[config.mk]
export PLATFORM = sky130hd
export DESIGN_NAME = lpht_ctrl
export DESIGN_NICKNAME = d
export VERILOG_FILES = /design/src/design/lpht_pkg.sv /design/src/design/lpht_ctrl.sv
export SDC_FILE = /design/constraint.sdc
export NUM_CORES = 1
export LEC_CHECK = 0
export BUFFER_PORTS_ARGS = -buffer_cell sky130_fd_sc_hd__buf_2
export CAP_MARGIN = 20
export CORE_MARGIN = 3
export CORE_UTILIZATION = 25
export DETAILED_ROUTE_END_ITERATION = 10
export HOLD_SLACK_MARGIN = 0.05
export PLACE_DENSITY_LB_ADDON = 0.15
export SLEW_MARGIN = 20
export SYNTH_ARGS = -nofsm -noshare
export SYNTH_HDL_FRONTEND = slang
export SYNTH_SLANG_ARGS = --single-unit
[constraint.sdc]
create_clock -name clk -period 1.83 [get_ports clk]
set_input_delay 0.2745 -clock clk [delete_from_list [all_inputs] [get_ports clk]]
set_output_delay 0.2745 -clock clk [all_outputs]
set_load 0.01 [all_outputs]
[src/design/lpht_pkg.sv]
// Shared codes and controller/datapath interface types for the linear-probe hash table.
package lpht_pkg;

  // Default sizing
  localparam int MAX_SLOTS_DEF  = 1024;
  localparam int LABEL_BITS_DEF = 32;
  localparam int VALUE_BITS_DEF = 32;

  // Operation codes (input tuser)
  localparam logic [1:0] OP_LOOKUP = 2'd0;
  localparam logic [1:0] OP_INSERT = 2'd1;
  localparam logic [1:0] OP_CLEAR  = 2'd2;

  // Result status codes (output tuser)
  localparam logic [1:0] ST_OK   = 2'd0;
  localparam logic [1:0] ST_MISS = 2'd1;
  localparam logic [1:0] ST_FULL = 2'd2;

  // Configuration register indexes
  localparam logic [1:0] CFG_INIT_CAP = 2'd0;
  localparam logic [1:0] CFG_GROW_NUM = 2'd1;
  localparam logic [1:0] CFG_GROW_DEN = 2'd2;

  // Reset values of the configuration registers
  localparam logic [3:0] INIT_CAP_RST = 4'd3;
  localparam logic [3:0] GROW_NUM_RST = 4'd4;
  localparam logic [3:0] GROW_DEN_RST = 4'd3;

  // Commands from controller to datapath
  typedef struct packed {
    logic       accept;       // latch the input beat, clear found value
    logic       init_load;    // reload initial capacity, zero count, rewind slot pointer
    logic       s_home_op;    // slot pointer to home slot of the op label, probe count to 0
    logic       s_home_rh;    // slot pointer to home slot of the entry being rehashed
    logic       s_inc;        // next slot, wrapping at capacity
    logic       s_step_full;  // next slot over the whole memory (clearing sweep)
    logic       grow;         // double capacity, rewind slot pointer
    logic       slot_clr;     // write empty into the current slot
    logic       slot_place;   // write entry reference into the current slot
    logic       place_new;    // placed entry is the new one (else rehash index)
    logic       ent_rd_slot;  // entry read address from slot contents (else rehash index)
    logic       ent_wr;       // store op label/value as the next entry
    logic       cnt_inc;      // one more stored entry
    logic       k_clr;        // rehash index to 0
    logic       k_inc;        // next rehash index
    logic       found_ld;     // capture value of the matched entry
    logic       res_ld;       // load the result register
    logic [1:0] status;       // status code for the result register
  } lpht_cmd_t;

  // Status from datapath to controller
  typedef struct packed {
    logic slot_empty;   // current slot holds no entry
    logic slot_live;    // current slot refers to a stored entry
    logic lab_eq;       // read entry label equals the op label
    logic probe_last;   // lookup has probed every slot
    logic grow_ok;      // load factor reached and capacity below maximum
    logic full;         // no room for another entry
    logic s_last;       // slot pointer at last slot of current capacity
    logic s_top;        // slot pointer at last slot of the memory
    logic k_done;       // every entry rehashed
  } lpht_stat_t;

endpackage

[src/design/lpht_ctrl.sv]
// Controller state machine: sequences lookups, inserts, growth, rehash and clearing sweeps.
module lpht_ctrl import lpht_pkg::*; (
  input  logic       clk,
  input  logic       rst,
  input  logic       in_valid,
  output logic       in_ready,
  input  logic [1:0] in_op,
  output logic       out_valid,
  input  logic       out_ready,
  input  lpht_stat_t stat,
  output lpht_cmd_t  cmd
);

  typedef enum logic [3:0] {
    S_SWEEP, S_IDLE, S_LK_RD, S_LK_CHK, S_LK_CMP, S_GROW, S_GCLR,
    S_RH_NEXT, S_RH_LAB, S_PL_RD, S_PL_CHK, S_INS, S_DONE
  } state_t;

  state_t     state, state_next;
  logic [1:0] status_r, status_next;
  logic       new_ent, new_ent_next;
  logic       reply, reply_next;
  logic       accept;

  assign in_ready = (state == S_IDLE);
  assign accept   = in_valid && in_ready;

  // Next state and command decode
  always_comb begin
    state_next   = state;
    status_next  = status_r;
    new_ent_next = new_ent;
    reply_next   = reply;
    cmd          = '0;
    cmd.status   = status_r;
    cmd.place_new = new_ent;
    case (state)
      S_SWEEP: begin
        cmd.slot_clr    = 1'b1;
        cmd.s_step_full = 1'b1;
        if (stat.s_top) begin
          state_next = reply ? S_DONE : S_IDLE;
        end
      end
      S_IDLE: begin
        if (accept) begin
          cmd.accept = 1'b1;
          case (in_op)
            OP_LOOKUP: begin
              cmd.s_home_op = 1'b1;
              state_next    = S_LK_RD;
            end
            OP_INSERT: begin
              state_next = S_GROW;
            end
            OP_CLEAR: begin
              cmd.init_load = 1'b1;
              status_next   = ST_OK;
              reply_next    = 1'b1;
              state_next    = S_SWEEP;
            end
            default: begin
              status_next = ST_OK;
              state_next  = S_DONE;
            end
          endcase
        end
      end
      // Lookup: slot read, entry read, compare
      S_LK_RD: begin
        state_next = S_LK_CHK;
      end
      S_LK_CHK: begin
        if (!stat.slot_live) begin
          status_next = ST_MISS;
          state_next  = S_DONE;
        end else begin
          cmd.ent_rd_slot = 1'b1;
          state_next      = S_LK_CMP;
        end
      end
      S_LK_CMP: begin
        if (stat.lab_eq) begin
          cmd.found_ld = 1'b1;
          status_next  = ST_OK;
          state_next   = S_DONE;
        end else if (stat.probe_last) begin
          status_next = ST_MISS;
          state_next  = S_DONE;
        end else begin
          cmd.s_inc  = 1'b1;
          state_next = S_LK_RD;
        end
      end
      // Insert: growth test
      S_GROW: begin
        new_ent_next = 1'b0;
        if (stat.grow_ok) begin
          cmd.grow   = 1'b1;
          state_next = S_GCLR;
        end else begin
          state_next = S_INS;
        end
      end
      S_GCLR: begin
        cmd.slot_clr = 1'b1;
        cmd.s_inc    = 1'b1;
        if (stat.s_last) begin
          cmd.k_clr  = 1'b1;
          state_next = S_RH_NEXT;
        end
      end
      // Rehash in insertion order
      S_RH_NEXT: begin
        state_next = stat.k_done ? S_INS : S_RH_LAB;
      end
      S_RH_LAB: begin
        cmd.s_home_rh = 1'b1;
        state_next    = S_PL_RD;
      end
      S_PL_RD: begin
        state_next = S_PL_CHK;
      end
      S_PL_CHK: begin
        if (stat.slot_empty) begin
          cmd.slot_place = 1'b1;
          if (new_ent) begin
            cmd.cnt_inc = 1'b1;
            status_next = ST_OK;
            state_next  = S_DONE;
          end else begin
            cmd.k_inc  = 1'b1;
            state_next = S_RH_NEXT;
          end
        end else begin
          cmd.s_inc  = 1'b1;
          state_next = S_PL_RD;
        end
      end
      S_INS: begin
        if (stat.full) begin
          status_next = ST_FULL;
          state_next  = S_DONE;
        end else begin
          cmd.ent_wr    = 1'b1;
          cmd.s_home_op = 1'b1;
          new_ent_next  = 1'b1;
          state_next    = S_PL_RD;
        end
      end
      S_DONE: begin
        if (!out_valid || out_ready) begin
          cmd.res_ld = 1'b1;
          state_next = S_IDLE;
        end
      end
      default: begin
        state_next = S_IDLE;
      end
    endcase
  end

  // State and registered outputs
  always_ff @(posedge clk) begin
    if (rst) begin
      state     <= S_SWEEP;
      status_r  <= ST_OK;
      new_ent   <= 1'b0;
      reply     <= 1'b0;
      out_valid <= 1'b0;
    end else begin
      state    <= state_next;
      status_r <= status_next;
      new_ent  <= new_ent_next;
      reply    <= reply_next;
      if (cmd.res_ld) begin
        out_valid <= 1'b1;
      end else if (out_ready) begin
        out_valid <= 1'b0;
      end
    end
  end

endmodule

# After elaboration in Yosys (flattened, before gate mapping)

Cells that the tools add are included.

Latch bits: 0
Flip-flop bits (word level): 9
Memories: 0
RAM bits: 0
Output and inout port bits: 21
Bits in read-only memories: 0
Word-level logic and storage cells: 104
Bits of input ports: 15

Add/sub/neg operators: 0
Shift-type cells: 0
Equality and inequality tests: 25
Order comparisons: 0
Reductions and logical operators: 14
Divide/modulo/power cells: 0
Bitwise logic cells: 0
Muxes and demuxes: 60
$mul: 0

Operator list:

| cell                                                | count |
|---|---|
| one-hot mux 4 bit (13 select lines)                 | 1 |
| 2-to-1 mux 4 bit                                    | 11 |
| 2-to-1 mux 1 bit                                    | 31 |
| equality test 4 bit, second input constant          | 5 |
| 2-to-1 mux 2 bit                                    | 10 |
| != test 2 bit, second input constant                | 9 |
| equality test 4 x 3 -> 1 bit, second input constant | 4 |
| one-hot mux 4 bit (3 select lines)                  | 1 |
| one-hot mux 2 bit (5 select lines)                  | 1 |
| equality test 4 x 2 -> 1 bit, second input constant | 2 |
| AND reduction 8 bit                                 | 1 |
| 2-to-1 mux 3 bit                                    | 2 |
| nonzero test 5 bit                                  | 1 |
| equality test 4 x 1 -> 1 bit, second input constant | 1 |
| logical NOT 4 bit                                   | 1 |
| one-hot mux 1 bit (2 select lines)                  | 2 |
| AND reduction 4 bit                                 | 1 |
| nonzero test 2 bit                                  | 2 |
| OR reduction 2 bit                                  | 2 |
| != test 3 bit, second input constant                | 1 |
| one-hot mux 1 bit (3 select lines)                  | 1 |
| AND reduction 3 bit                                 | 1 |
| equality test 2 x 1 -> 1 bit, second input constant | 1 |
| equality test 2 bit, second input constant          | 1 |
| other kinds (6)                                     | 6 |

# Depth between registers and ports, before layout

Gate-level depths: netlist (run 1).

Depth after elaboration: 5
Mapped depth: 6
Depth with buffers taken out: 4

# Worst setup path before layout (run 1)

Ideal clock, no wire load.

Path type: flip-flop to output port
Start point: register state[1]
End point: output cmd[16] (netlist name)
Arrival: 1.451 ns
Path slack: 0.104 ns
Required time: 1.556 ns
Cell stages (with the launch flop): 5
Path buffers: 0
Cells stage by stage: dfxtp_1 -> or4b_4 -> inv_1 -> nand2_1 -> o32ai_1

RTL lines:

| element                | line             | text |
|---|---|---|
| from (decl)            | lpht_ctrl.sv:19  | `state_t state, state_next;` |
| from (signal assigned) | lpht_ctrl.sv:172 | `state <= state_next;` |
| to (decl)              | lpht_ctrl.sv:11  | `output lpht_cmd_t cmd` |

==> results of run 1 <==
cell type report:
cell class / instances / share of cell area
Multi-Input combinational cell: 93 / 0.5343
Timing Repair Buffer: 48 / 0.2150
Sequential cell: 9 / 0.1408
Tap cell: 46 / 0.04319
Clock buffer: 4 / 0.03380
Inverter: 11 / 0.03286
sequential cells by signal, summed over array words and instances (netlist names):
name / count
status_r: 2
state: 4
out_valid: 1
reply: 1
new_ent: 1
cell usage in the layout, fill, tap and decap left out, types with 2 or more instances in the layout:
| cell type | count |
|---|---|
| nand4b_1 | 2 |
| nor2b_1 | 5 |
| or3_1 | 3 |
| dfxtp_1 | 5 |
| o221ai_1 | 3 |
| nor2_1 | 11 |
| buf_2 | 34 |
| buf_4 | 12 |
| and2_1 | 3 |
| dfxtp_2 | 3 |
| clkbuf_8 | 3 |
| a31oi_1 | 3 |
| o31a_1 | 2 |
| nand3_1 | 2 |
| nor3_1 | 2 |
| inv_1 | 9 |
| a32oi_1 | 2 |
| nand3b_1 | 2 |
| nand2b_1 | 4 |
| o2bb2ai_1 | 3 |
| nand2_1 | 7 |
| a21oi_1 | 4 |
cell usage after synthesis (2+ instances only):
library cell / number
dfxtp_1: 9
or3_1: 3
a32oi_1: 2
o31a_1: 2
nand4b_1: 2
nand3_1: 2
nand3b_1: 2
nand2b_1: 4
a31oi_1: 3
nor3_1: 2
and2b_1: 2
a21oi_1: 4
inv_1: 11
o221ai_1: 3
buf_4: 4
and2_1: 3
nand2_1: 8
buf_2: 5
o2bb2ai_1: 3
nor2_1: 12
nor2b_1: 5
metal layers:
layer  GRT usage  vias up
met5           0        -
li1            -      538
met1      0.1640      499
met3     0.04659        0
met2      0.2345       37
met4     0.03038        0
report_power, final:
group	internal, W	total (W)	leakage [nW]	switching, W
logic	0.000458	0.000928	0.488	0.000470
clock network	0.000152	0.000230	0.0228	0.0000781
registers	0.000230	0.000268	0.0749	0.0000383
total	0.000840	0.00143	0.586	0.000586
through the flow:
stage / cells / power (W) / TNS (ps) / instance area [µm²] / hold slack, ps
floorplan: 123 / 0.0008271 / 0 / 953.4 / 447.7
global placement: 202 / 0.001042 / 0 / 1187 / 442.8
detailed placement: 202 / 0.001045 / 0 / 1187 / 449.9
CTS: 209 / 0.001352 / -171.5 / 1280 / 333.2
global route: 211 / 0.001539 / -381.5 / 1333 / 337.3
finish: 211 / 0.001426 / -151.8 / 1333 / 339.5
worst paths after layout:
| kind | startpoint | to | slack (ps) | cells past startpoint |
|---|---|---|---|---|
| hold / removal | rst | state[3] | 340 | 2 |
| setup / recovery | state[3] | cmd[17] | -80 | 5 |
| setup reg to reg | state[1] | state[2] | 80 | 5 |
| hold reg to reg | status_r[0] | status_r[0] | 450 | 2 |
worst max-delay path, delay by kind of cell (launching register included):
kind | cells | cell delay, ps
buffers and inverters | 2 | 250
flip-flops | 1 | 370
AND/OR/NAND/NOR | 3 | 790
kinds of logic after synthesis:
family                 Yosys count  share of synthesized area
buffers and inverters           21                     0.1050
XOR/XNOR                         1                   0.009188
flip-flops                       9                     0.1890
AND/OR/NAND/NOR                 57                     0.3924
multiplexers                     2                    0.02231
AO/OA/AOI/OAI                   33                     0.2822
what timing repair did:
| action | CTS | global route |
|---|---|---|
| endpoints found under the setup margin | 4 | 9 |
| pin swaps | 2 | 4 |
| gates resized for setup | 9 | 11 |
| buffers inserted | 3 | 2 |
==> impl_metrics.tcl, run 1 <==
set metrics [dict create \
    outcome "complete, but fails checks" \
    violations "negative setup slack" \
    routed_wl_um 3201 \
    top_layer "met3" \
    first_pass_iters 4 \
    maxSlewHeadroom 0.7495 \
    via_count 1074 \
    die_w_um 67.76 \
    clk_root_buffer_cell "clkbuf_8" \
    synth_area_per_cell_um2 7.751 \
    setup_viol 2 \
    cp.required_ps 1560 \
    yosys.area.top_type "dfxtp_1" \
    seq_area_um2 187.7 \
    route.detailed.drc 0 \
    core_area_um2 3495 \
    period_share 1.044 \
    ys_seq_area_frac 0.1890 \
    dr_wl_met3_um 233 \
    tightest_slew_ps 371.0 \
    grt_usage 0.1371 \
    die_area_um2 4591 \
    viasPerCell 5.090 \
    cts_max_level 1 \
    syn_inst 123 \
    gp_congestion 0.8335 \
    synth_area_leaders "dfxtp_1 (19%), nor2_1 (4.7%), inv_1 (4.3%)" \
    syn2layout_area_growth_pct 39.76 \
    cts.sinks 9 \
    finalHoldViolCount 0 \
    pin_count 36 \
    end_kind "output port" \
    final_core_util 0.3813 \
    fmaxAchievable_ghz 0.5234 \
    ant_nets 0 \
    criticalPathCategory "reg2out" \
    dr.first_iter.drc_count 53 \
    dp_hpwl_um 2409 \
    syn_area_um2 953.4 \
    start_kind "flip-flop" \
    synth_nets 138 \
    antenna_found_initial 0 \
    die_h_um 67.76 \
    start_util 0.2728 \
    wl_met2_um 1610 \
    synthFlopType "dfxtp_1" \
    grt_pass1_wl_um 4712 \
    maxCapViolations 0 \
    multi_input_area_um2 711.9 \
    nFillCells 387 \
    synth_async_sr_flop_share 0 \
    grt_overflow 0 \
    wl_per_cell_um 15.17 \
    drive_gt1_frac 0.4424 \
    synth_seq_cells 9 \
    num_rows 21 \
    numCtsBuffers 3 \
    rsz0062_at_grt "true" \
    grt_pass1_vias 986 \
    fin_ws_ps -80.65 \
    synth_top_cell_area_share 0.1890 \
    arrival_ps 1640 \
    portBuffers 35 \
    crit_slowest_cell "or4b_4" \
    slowest_delay_ps 520 \
    cp_max_fo 8 \
    slew_viol_final 0 \
    synth_edf_count 0 \
    fin_nets 181 \
    crit_chain "or4b_4, inv_4, nand2_4, nor3b_1, buf_2" \
    synth_cell_types 53 \
    post-place-ws_ps 83.20 \
    wl_met1_um 1358 \
    cts_hold_buf 0 \
    cellPowerDensity_nw_per_um2 1070 \
    antenna_cells 0 \
    grt_max_degree 17 \
    max-vdd-ir-drop_uv 453.0 \
    yosys_warnings 0 \
    cts_buffer_depth 2 \
    p_leak_nw 0.5857 \
    finClkSkew_ps 4.405 \
    clkLatencyLatePin_ps 230 \
    clkTransAtPathRegs_ps 40 \
    fin_crit_ps 1911 \
    cts_tree "built" \
    hold_class "in2reg" \
]
No activity file was read; power rests on OpenSTA's default activity.
==> run 2, diff against run 1 <==
RECOVER_POWER = 25   (was default)
TNS_END_PERCENT = 10   (was default)
==> impl_metrics.tcl, run 2 (same netlist as run 1, synthesis figures left out) <==
set metrics [dict create \
    fin_ws_ps -79.56 \
    core_area_um2 3495 \
    p_leak_nw 0.5670 \
    cp-startpoint "state[1]" \
    cts_tree "built" \
    final_common_cell "buf_2" \
    seqPwrFrac 0.188 \
    fin_cells 211 \
    outcome "complete, but fails checks" \
    finClkSkew_ps 2.732 \
    setup_viol 3 \
    end_kind "output port" \
    die_area_um2 4591 \
    switching_power_w 0.0005886 \
    dr.first_iter.drc_count 60 \
    drive_gt1_frac 0.4121 \
    hold_class "in2reg" \
    die_w_um 67.76 \
    mostFrequentLayoutCells "buf_2 (30), buf_4 (12), nor2_1 (11), inv_1 (9), nand2_1 (7)" \
    portBuffers 35 \
    rsz0062_at_grt "true" \
    numCtsBuffers 3 \
    crit_slowest_cell "or4b_4" \
    ant_nets 0 \
    timing.rr.start "state[1]" \
    pin_count 36 \
    wl_per_cell_um 15.20 \
    largest-register "state" \
    max-vdd-ir-drop_uv 454.5 \
    critPathTopFamily "simple AND/OR/NAND/NOR gates" \
    period_share 1.043 \
    dp_hpwl_um 2409 \
    fin_crit_ps 1910 \
    via_count 1072 \
    final_core_util 0.3770 \
    clk_root_buffer_cell "clkbuf_8" \
    p_total_w 0.001410 \
    start_util 0.2728 \
    largest_reg_flops 4 \
    grt_overflow 0 \
    fin_nets 181 \
    seq_area_um2 185.2 \
    routed_wl_um 3207 \
    dp_cells 202 \
    grt_pass1_vias 981 \
    first_pass_iters 4 \
    num_rows 21 \
    cp_max_fo 3 \
    grt_max_degree 17 \
    nFillCells 390 \
    largestRegisters "state: 4 flops, status_r: 2 flops" \
    cts_max_level 1 \
    antenna_cells 0 \
    fmaxAchievable_ghz 0.5237 \
    hold_ws_ps 336.3 \
    gp_congestion 0.8335 \
    tightest_slew_ps 371.4 \
    cp.required_ps 1560 \
    violations "negative setup slack" \
    path_buf_inv 2 \
    cts_buffer_depth 2 \
    switching_share 0.4175 \
    antenna_found_initial 0 \
    grt_usage 0.1357 \
    syn2layout_area_growth_pct 38.19 \
    viasPerCell 5.081 \
    slowest_delay_ps 560 \
    arrival_ps 1640 \
    hp-start "rst" \
    crit_chain "or4b_4, inv_4, nand2_4, nor3b_1, buf_2" \
    slew_viol_final 0 \
    route.detailed.drc 0 \
    cts.sinks 9 \
    clkTransAtPathRegs_ps 40 \
    maxCapViolations 0 \
    clkLatencyLatePin_ps 230 \
    finalHoldViolCount 0 \
    power.share.clock 0.165 \
    internal_power_w 0.0008212 \
    start_kind "flip-flop" \
    grt_pass1_wl_um 4678 \
    multi_input_area_um2 708.2 \
    combPwrFrac 0.647 \
    maxSlewHeadroom 0.7493 \
    criticalPathCategory "reg2out" \
    die_h_um 67.76 \
    cellPowerDensity_nw_per_um2 1070 \
]
run 2: cell types whose count changed in the layout (fill, tap and decap cells not counted):
cell      change
or4_1         +1
dfxtp_2       +1
dfxtp_4       -1
buf_8         -1
clkbuf_1      +4
or4_4         -1
buf_6         +1
buf_2         -4
run 2: metal layers:
layer	GRT usage	vias to the layer above	part of all wire
li1	-	539	-
met1	0.1611	500	0.43
met2	0.2333	33	0.50
met3	0.04659	0	0.066
met4	0.03038	0	0
met5	0	-	0
run 2: final timing paths:
path                       to  slack [ps]  cells after the start
setup reg to reg     state[2]          20                      5
setup / recovery      cmd[17]         -80                      5
hold reg to reg   status_r[0]         460                      2
hold / removal       state[3]         340                      2
run 2: area by class of cell:
cell class,count,area share
clock buffers,4,0.03419
well taps,46,0.04368
flip-flops and latches,9,0.1406
repair buffers,48,0.2108
inverters,11,0.03324
multi-input cells,93,0.5375
run 2: worst reg2reg max path: stages (launching register included):
cell	delay, ps
dfxtp_2	320
buf_4	170
or4_1	580
o221ai_1	340
a31oi_1	150
o31a_1	130
run 2: power groups by stage:
stage	Sequential (W)	Clock, W	Combinational (W)
after detailed placement	0.000258	0	0.000787
after CTS	0.000257	0.000240	0.000838
after global placement	0.000254	0	0.000788
after floorplan	0.000247	0	0.000580
final	0.000265	0.000232	0.000912
after global routing	0.000269	0.000256	0.000995
run 2: timing repair:
item	in CTS	in global routing
endpoints found under the setup margin	4	13
gates cloned	0	0
hold buffers	0	0
pin swaps	2	4
gates resized for setup	5	12
hold endpoints to repair	0	0
buffers inserted	3	2
run 2: stage by stage:
step           setup WS, ps  instance area, µm²  TNS, ps
2_1_floorplan         104.4               953.4        0
3_3_place_gp          137.0                1187        0
3_5_place_dp          83.20                1187        0
4_1_cts              -107.3                1267   -279.7
5_1_grt              -141.7                1318   -546.9
6_report             -79.56                1318   -151.6
